File: config.mk
export PLATFORM = sky130hd
export DESIGN_NAME = clocked_serial_packet_sniffer
export DESIGN_NICKNAME = d
export VERILOG_FILES = /design/src/rtl/css_pkg.sv /design/src/rtl/css_core.sv /design/src/rtl/css_out_reg.sv /design/src/rtl/clocked_serial_packet_sniffer.sv
export VERILOG_INCLUDE_DIRS = /design/src /design/src/rtl
export SDC_FILE = /design/constraint.sdc
export NUM_CORES = 1
export LEC_CHECK = 0
export ABC_AREA = 0
export BUFFER_PORTS_ARGS = -buffer_cell sky130_fd_sc_hd__buf_2
export CORE_MARGIN = 2
export CORE_UTILIZATION = 45
export CTS_BUF_LIST = sky130_fd_sc_hd__clkbuf_16
export CTS_CLUSTER_DIAMETER = 40
export CTS_CLUSTER_SIZE = 30
export DETAILED_ROUTE_END_ITERATION = 6
export HOLD_SLACK_MARGIN = 0.15
export PLACE_DENSITY_LB_ADDON = 0.2
export SYNTH_ARGS = -nofsm -noshare
export SYNTH_HDL_FRONTEND = slang
export SYNTH_SLANG_ARGS = --single-unit
export TNS_END_PERCENT = 5
File: constraint.sdc
create_clock -name clock -period 3.1 [get_ports clock]
set_input_delay 0.31 -clock clock [delete_from_list [all_inputs] [get_ports clock]]
set_output_delay 0.31 -clock clock [all_outputs]
set_load 0.05 [all_outputs]
File: src/rtl/clocked_serial_packet_sniffer_defines.svh
// Assertion helpers shared by the sniffer RTL.
// Each macro expects signals named clock and reset in the using module.
`ifndef CLOCKED_SERIAL_PACKET_SNIFFER_DEFINES_SVH
`define CLOCKED_SERIAL_PACKET_SNIFFER_DEFINES_SVH

// Same-cycle implication
`define CSS_ASSERT_IMPL(label, ante, cons, msg) \
   label: assert property (@(posedge clock) disable iff (reset) (ante) |-> (cons)) \
      else $error(msg);

// Next-cycle implication
`define CSS_ASSERT_NEXT(label, ante, cons, msg) \
   label: assert property (@(posedge clock) disable iff (reset) (ante) |=> (cons)) \
      else $error(msg);

`endif

File: src/rtl/css_pkg.sv
package css_pkg;

   // Configuration register indexes
   localparam logic CSR_IDLE_TICKS   = 1'b0;
   localparam logic CSR_PACKET_BYTES = 1'b1;

   localparam int CSR_INDEX_W = 1;
   localparam int CSR_DATA_W  = 16;

   // Reset values of the configuration registers
   localparam logic [15:0] IDLE_TICKS_RESET   = 16'd550;
   localparam logic [4:0]  PACKET_BYTES_RESET = 5'd6;

   // Longest packet supported
   localparam logic [4:0]  PACKET_MAX = 5'd16;

   // One received byte
   typedef struct packed {
      logic [7:0] byte_value;
      logic [3:0] byte_index;
      logic       last_of_packet;
   } css_result_type;

endpackage

File: src/rtl/css_core.sv
`include "clocked_serial_packet_sniffer_defines.svh"

module css_core
   import css_pkg::*;
(
   input  logic                   clock,
   input  logic                   reset,
   input  logic                   accept,
   input  logic                   clock_level,
   input  logic                   data_level,
   input  logic                   csr_write_enable,
   input  logic [CSR_INDEX_W-1:0] csr_index,
   input  logic [CSR_DATA_W-1:0]  csr_write_data,
   output logic                   produce,
   output css_result_type         result
);

   logic [15:0] idle_ticks_ff;
   logic [4:0]  packet_bytes_ff;

   logic        synced_ff,     synced_in;
   logic [15:0] idle_count_ff, idle_count_in;
   logic        prev_clock_ff, prev_clock_in;
   logic [7:0]  shift_reg_ff,  shift_reg_in;
   logic [2:0]  bit_count_ff,  bit_count_in;
   logic [3:0]  byte_count_ff, byte_count_in;

   logic [4:0]  eff_length;
   logic [4:0]  next_count;
   logic [7:0]  shifted;
   logic        rise;
   logic        last;

   // Configuration registers
   always_ff @(posedge clock) begin
      if (reset) begin
         idle_ticks_ff   <= IDLE_TICKS_RESET;
         packet_bytes_ff <= PACKET_BYTES_RESET;
      end else if (csr_write_enable) begin
         case (csr_index)
            CSR_IDLE_TICKS:   idle_ticks_ff   <= csr_write_data;
            CSR_PACKET_BYTES: packet_bytes_ff <= csr_write_data[4:0];
            default: ;
         endcase
      end
   end

   // Packet length clamped to 1..16
   always_comb begin
      if (packet_bytes_ff == 5'd0) begin
         eff_length = 5'd1;
      end else if (packet_bytes_ff > PACKET_MAX) begin
         eff_length = PACKET_MAX;
      end else begin
         eff_length = packet_bytes_ff;
      end
   end

   assign rise       = clock_level && !prev_clock_ff;
   assign shifted    = {shift_reg_ff[6:0], data_level};
   assign next_count = {1'b0, byte_count_ff} + 5'd1;
   assign last       = (next_count >= eff_length);

   // Sync search and bit assembly
   always_comb begin
      synced_in     = synced_ff;
      idle_count_in = idle_count_ff;
      shift_reg_in  = shift_reg_ff;
      bit_count_in  = bit_count_ff;
      byte_count_in = byte_count_ff;
      prev_clock_in = clock_level;
      produce       = 1'b0;
      if (!synced_ff) begin
         if (clock_level) begin
            idle_count_in = '0;
         end else if (idle_count_ff < idle_ticks_ff) begin
            idle_count_in = idle_count_ff + 16'd1;
         end
         if (idle_count_in >= idle_ticks_ff) begin
            synced_in = 1'b1;
         end
      end else if (rise) begin
         if (bit_count_ff == 3'd7) begin
            produce       = 1'b1;
            byte_count_in = last ? 4'd0 : next_count[3:0];
            shift_reg_in  = '0;
            bit_count_in  = '0;
         end else begin
            shift_reg_in  = shifted;
            bit_count_in  = bit_count_ff + 3'd1;
         end
      end
   end

   assign result.byte_value     = shifted;
   assign result.byte_index     = byte_count_ff;
   assign result.last_of_packet = last;

   // Receiver state, updated per accepted item
   always_ff @(posedge clock) begin
      if (reset) begin
         synced_ff     <= 1'b0;
         idle_count_ff <= '0;
         prev_clock_ff <= 1'b1;
         shift_reg_ff  <= '0;
         bit_count_ff  <= '0;
         byte_count_ff <= '0;
      end else if (accept) begin
         synced_ff     <= synced_in;
         idle_count_ff <= idle_count_in;
         prev_clock_ff <= prev_clock_in;
         shift_reg_ff  <= shift_reg_in;
         bit_count_ff  <= bit_count_in;
         byte_count_ff <= byte_count_in;
      end
   end

   `CSS_ASSERT_IMPL(a_bits_only_synced, bit_count_ff != 3'd0, synced_ff, "bits without sync")
   `CSS_ASSERT_IMPL(a_shift_clear_unsynced, !synced_ff, shift_reg_ff == 8'd0, "shift not clear")
   `CSS_ASSERT_IMPL(a_last_at_max, produce && byte_count_ff == 4'd15, last, "index 15 not last")

endmodule

File: src/rtl/css_out_reg.sv
`include "clocked_serial_packet_sniffer_defines.svh"

module css_out_reg
   import css_pkg::*;
(
   input  logic           clock,
   input  logic           reset,
   input  logic           load,
   input  css_result_type load_data,
   input  logic           rsp_stall,
   output logic           busy,
   output logic           rsp_valid,
   output css_result_type rsp_data
);

   logic           valid_ff, valid_in;
   css_result_type data_ff;

   // Slot is blocked only when full and the consumer stalls
   assign busy = valid_ff && rsp_stall;

   always_comb begin
      valid_in = valid_ff;
      if (load) begin
         valid_in = 1'b1;
      end else if (valid_ff && !rsp_stall) begin
         valid_in = 1'b0;
      end
   end

   always_ff @(posedge clock) begin
      if (reset) begin
         valid_ff <= 1'b0;
      end else begin
         valid_ff <= valid_in;
      end
   end

   // Payload needs no reset
   always_ff @(posedge clock) begin
      if (load) begin
         data_ff <= load_data;
      end
   end

   assign rsp_valid = valid_ff;
   assign rsp_data  = data_ff;

   `CSS_ASSERT_IMPL(a_no_overwrite, load, !busy, "result overwritten while stalled")
   `CSS_ASSERT_NEXT(a_load_shows, load, valid_ff, "loaded result not shown")
   `CSS_ASSERT_NEXT(a_drain, valid_ff && !rsp_stall && !load, !valid_ff, "taken result repeated")

endmodule

File: src/rtl/clocked_serial_packet_sniffer.sv
// A byte appears on rsp_valid in the cycle after the item with its eighth bit is accepted.
// Throughput: one item per cycle; req_stall rises only while a held byte is stalled on rsp_stall.
// Sync search, edge detection and bit assembly all finish in the accept cycle.
// Reset (synchronous, active high): unsynced, counters clear, idle_ticks 550, packet_bytes 6,
// result register empty.
module clocked_serial_packet_sniffer
   import css_pkg::*;
(
   input  logic                   clock,
   input  logic                   reset,
   input  logic                   req_valid,
   output logic                   req_stall,
   input  logic                   req_clock_level,
   input  logic                   req_data_level,
   output logic                   rsp_valid,
   input  logic                   rsp_stall,
   output logic [7:0]             rsp_byte_value,
   output logic [3:0]             rsp_byte_index,
   output logic                   rsp_last_of_packet,
   input  logic                   csr_write_enable,
   input  logic [CSR_INDEX_W-1:0] csr_index,
   input  logic [CSR_DATA_W-1:0]  csr_write_data
);

   logic           accept;
   logic           produce;
   logic           busy;
   css_result_type result;
   css_result_type rsp_data;

   assign req_stall = busy;
   assign accept    = req_valid && !busy;

   css_core u_core (
      .clock            (clock),
      .reset            (reset),
      .accept           (accept),
      .clock_level      (req_clock_level),
      .data_level       (req_data_level),
      .csr_write_enable (csr_write_enable),
      .csr_index        (csr_index),
      .csr_write_data   (csr_write_data),
      .produce          (produce),
      .result           (result)
   );

   css_out_reg u_out (
      .clock     (clock),
      .reset     (reset),
      .load      (accept && produce),
      .load_data (result),
      .rsp_stall (rsp_stall),
      .busy      (busy),
      .rsp_valid (rsp_valid),
      .rsp_data  (rsp_data)
   );

   assign rsp_byte_value     = rsp_data.byte_value;
   assign rsp_byte_index     = rsp_data.byte_index;
   assign rsp_last_of_packet = rsp_data.last_of_packet;

endmodule

==> results.cfg <==
[sta]
drv_slew = 0
period_minus_slack_ns = 3.20
hold_violations = 0
tightest_slew_ns = 0.793
hold_slack_ns = 0.174
slew_headroom_pct = 46.9
setup_viol = 1
rsz0062_at_grt = yes
fin_crit_sh_pct = 103
setup_ws_ns = -0.103
final.setup_skew_ns = 0.00663
fmax_ghz = 0.312

[floorplanning]
fp-row-count = 33
fp.dieW_um = 95.9
die-area_mm2 = 0.00919
core_mm2 = 0.00822
pin_count = 39
fp.dieH_um = 95.9
initial_core_util_pct = 46.2

[global_routing]
antenna_found_initial = 0
grt_use_total_pct = 23.2
grt_overflow = 0
grt_pass1_vias = 3424
grt_max_degree = 35
grt_pass1_wl_mm = 16.4

[run]
drv_cap = 0

[yosys]
syn_inst = 436
synth-edff-count = 13
syn_area_per_cell_um2 = 8.71
ys_types = 50
synth_top_area_share_pct = 28.5
synth_ff_type = dfxtp_1
seq_area_frac_synth_pct = 38.7
synthAdderAreaFrac_pct = 13.2
synthesis.nets = 500
syn_area_mm2 = 0.00380
yosys.area_share.simple_pct = 23.5
synth_async_sr_flop_share_pct = 0
ys_seq_elements = 67
synth_compound_area_share_pct = 16.3
netlist_top_cells_area = dfxtp_1, ha_1, edfxtp_1, nand2_1, a21oi_1
synth_xor_xnor_area_share_pct = 3.92
synth_warnings = 0
synth_area_leader_cell = dfxtp_1
synth_top_family_by_area = simple AND/OR/NAND/NOR gates
synthMuxAreaShare_pct = 0.297

[layout]
layout-drive-gt1-share_pct = 34.0
num-nets-final = 603
fin_cells = 649
final-seq-area_mm2 = 0.00148
area_delta_synth_final_pct = 37.6
fill_cells = 676
n_antenna_cell = 0
multi_input_area_mm2 = 0.00245
stdcell_area_mm2 = 0.00522

[critical_path]
critPathTopFamily = compound AO/OA/AOI/OAI gates
r2r-end = u_core.synced_ff$_SDFFE_PP0P_
slowest_stage = a2111oi_4
required_ns = 3.33
worstRegToRegCells = 16
worstPathCellList = inv_2 > ha_4 > nand4_1 > a211oi_2 > a32oi_2 > buf_4 > nand2_4 > buf_4 > nand2_1 > a21oi_2 > ha_1 > a21o_1 > a21o_1 > a2111oi_4 > nor4_2 > o21a_1
arrival_ns = 3.43
start_kind = register
max_stage_delay_ns = 0.36
crit_buf_inv = 3
reg2reg_from = u_core.idle_ticks_ff[13]$_SDFFE_PP0P_
cp_max_fo = 3
end_kind = register
path_class = reg2reg
rrSetupSlack_ns = -0.10

[clock_network]
cts_root_buffer = clkbuf_16
clock-sinks = 67
cts_inserted_buffers = 9
tritoncts = done
cts.htree.levels = 3
clkSlewWorstSetupHoldPaths_ns = 0.06
clock_latency_ns = 0.33
clock_path_buffers = 2

[power]
powerDensity_mw_per_mm2 = 440
power_frac_comb_pct = 8.6
clkPwrFrac_pct = 51.5
swShare_pct = 22.8
netSwitchingPower_uw = 523
intPower_uw = 1780
power_frac_seq_pct = 39.9
p_leak_uw = 0.00227
ir_drop_v = 0.000282

[placed_design]
hpwl_mm = 7.03
gp_congestion = 0.954
dp_slack_ns = -0.116
placed_cells = 611
post_dp_cell_area_mm2 = 0.00442
io_buffers = 38

[routing]
wl_met2_mm = 4.87
vias_per_cell = 5.49
routedWlPerCell_um = 15.5
ant_nets = 0
drt_iter0_markers = 124
dr_wl_met3_um = 409
highest_layer = met4
drc = 0
drt-pass1-iter-count = 4
dr_total_vias = 3563
met1_length_mm = 4.55
wl_mm = 10.0

[min_path]
holdPathStages = 1
min_to = u_out.rsp_data[5]$_DFFE_PP_
min_from = req_data_level
hold_path_class = in2reg

[run_status]
failed_checks = setup timing
status = complete, but fails checks
per-stage QoR:
step	power, uW	TNS [ns]	util [%]
4_1_cts	2290	0	61.3
6_report	2300	-0.103	63.6
5_1_grt	2380	-0.329	63.6
3_3_place_gp	1090	-0.0632	53.8
2_1_floorplan	1030	0	-
3_5_place_dp	1100	-0.116	53.8
metal layers:
metal | up-vias | global-route usage (%)
li1 | 1770 | -
met1 | 1688 | 30.1
met2 | 88 | 37.2
met3 | 17 | 3.45
met4 | 0 | 12.3
met5 | - | 0
cells in the mapped netlist (all sizes together) (2+ instances only):
cell type   n
nand2      68
dfxtp      54
a21oi      44
ha         40
nor2       32
inv        23
nand3      20
edfxtp     13
xor2       13
clkbuf     11
nand4      10
nor3       10
and3        9
nand3b      8
o21ai       8
a211o       7
a21o        7
o311ai      6
nand2b      5
a31oi       4
buf         4
or3         4
xnor2       4
a41oi       3
and2        3
o21a        3
a211oi      2
and4b       2
nor2b       2
o211ai      2
or2         2
cells in the final DEF, fill, tap and decap left out, types with 9 or more instances in the layout:
master | netlist | routed
nand2_1 | 68 | 66
buf_4 | 0 | 62
dfxtp_1 | 54 | 45
a21oi_1 | 44 | 41
buf_2 | 2 | 38
ha_1 | 40 | 31
nor2_1 | 32 | 30
inv_1 | 23 | 15
nand3_1 | 20 | 15
edfxtp_1 | 13 | 13
xor2_1 | 13 | 11
and3_1 | 9 | 9
inv_2 | 0 | 9
clkbuf_16 | 0 | 9
dfxtp_2 | 0 | 9
worst max-delay path by stage:
stage | slack [ns] | startpoint | endpoint | depth (start not counted)
after detailed placement | -0.12 | u_core.idle_ticks_ff[14]$_SDFFE_PP0P_ | u_core.synced_ff$_SDFFE_PP0P_ | 15
after floorplan | 0.003 | u_core.idle_count_ff[13]$_SDFFE_PP0P_ | u_core.synced_ff$_SDFFE_PP0P_ | 14
final | -0.10 | u_core.idle_ticks_ff[13]$_SDFFE_PP0P_ | u_core.synced_ff$_SDFFE_PP0P_ | 16
after CTS | 0.001 | u_core.idle_count_ff[14]$_SDFFE_PP0P_ | u_core.synced_ff$_SDFFE_PP0P_ | 16
after global routing | -0.25 | u_core.idle_ticks_ff[2]$_SDFFE_PP1P_ | u_core.synced_ff$_SDFFE_PP0P_ | 16
after global placement | -0.06 | u_core.idle_ticks_ff[12]$_SDFFE_PP0P_ | u_core.synced_ff$_SDFFE_PP0P_ | 15
power by group through the flow:
stage          Sequential [uW]  Combinational, uW  Clock [uW]
2_1_floorplan              932               99.7           0
3_3_place_gp               934                161           0
3_5_place_dp               934                163           0
4_1_cts                    917                176        1200
5_1_grt                    920                218        1240
6_report                   918                197        1190
state kept, by name (all words and copies together) (netlist names):
name,count
u_core.idle_count_ff,16
u_core.byte_count_ff,4
u_core.packet_bytes_ff,5
u_out.rsp_data,13
u_core.synced_ff,1
u_core.prev_clock_ff,1
u_core.shift_reg_ff,7
u_out.rsp_valid,1
u_core.idle_ticks_ff,16
u_core.bit_count_ff,3
final cells by class:
class	count	area share, %
timing repair buffer	107	14.1
inverter	23	1.65
clock buffer	9	4.31
sequential	67	28.4
multi-input combinational	331	46.9
clock inverter	7	2.23
tap	105	2.51
cell families after synthesis:
family | after synthesis
and+or+nand+nor | 178
xor gates and xnor gates | 17
adders and majority gates | 40
AOI/OAI and AO/OA | 95
muxes | 1
buffers and inverters | 38
DFF | 67
repair_timing:
item / 4_1_cts / 5_1_grt
gates resized for setup: 33 / 34
endpoints found under the hold margin: 0 / 0
setup endpoints to repair: 1 / 2
pin swaps: 25 / 29
buffers inserted: 16 / 6
hold buffers: 0 / 0
Power figures use the tool's default switching activity.
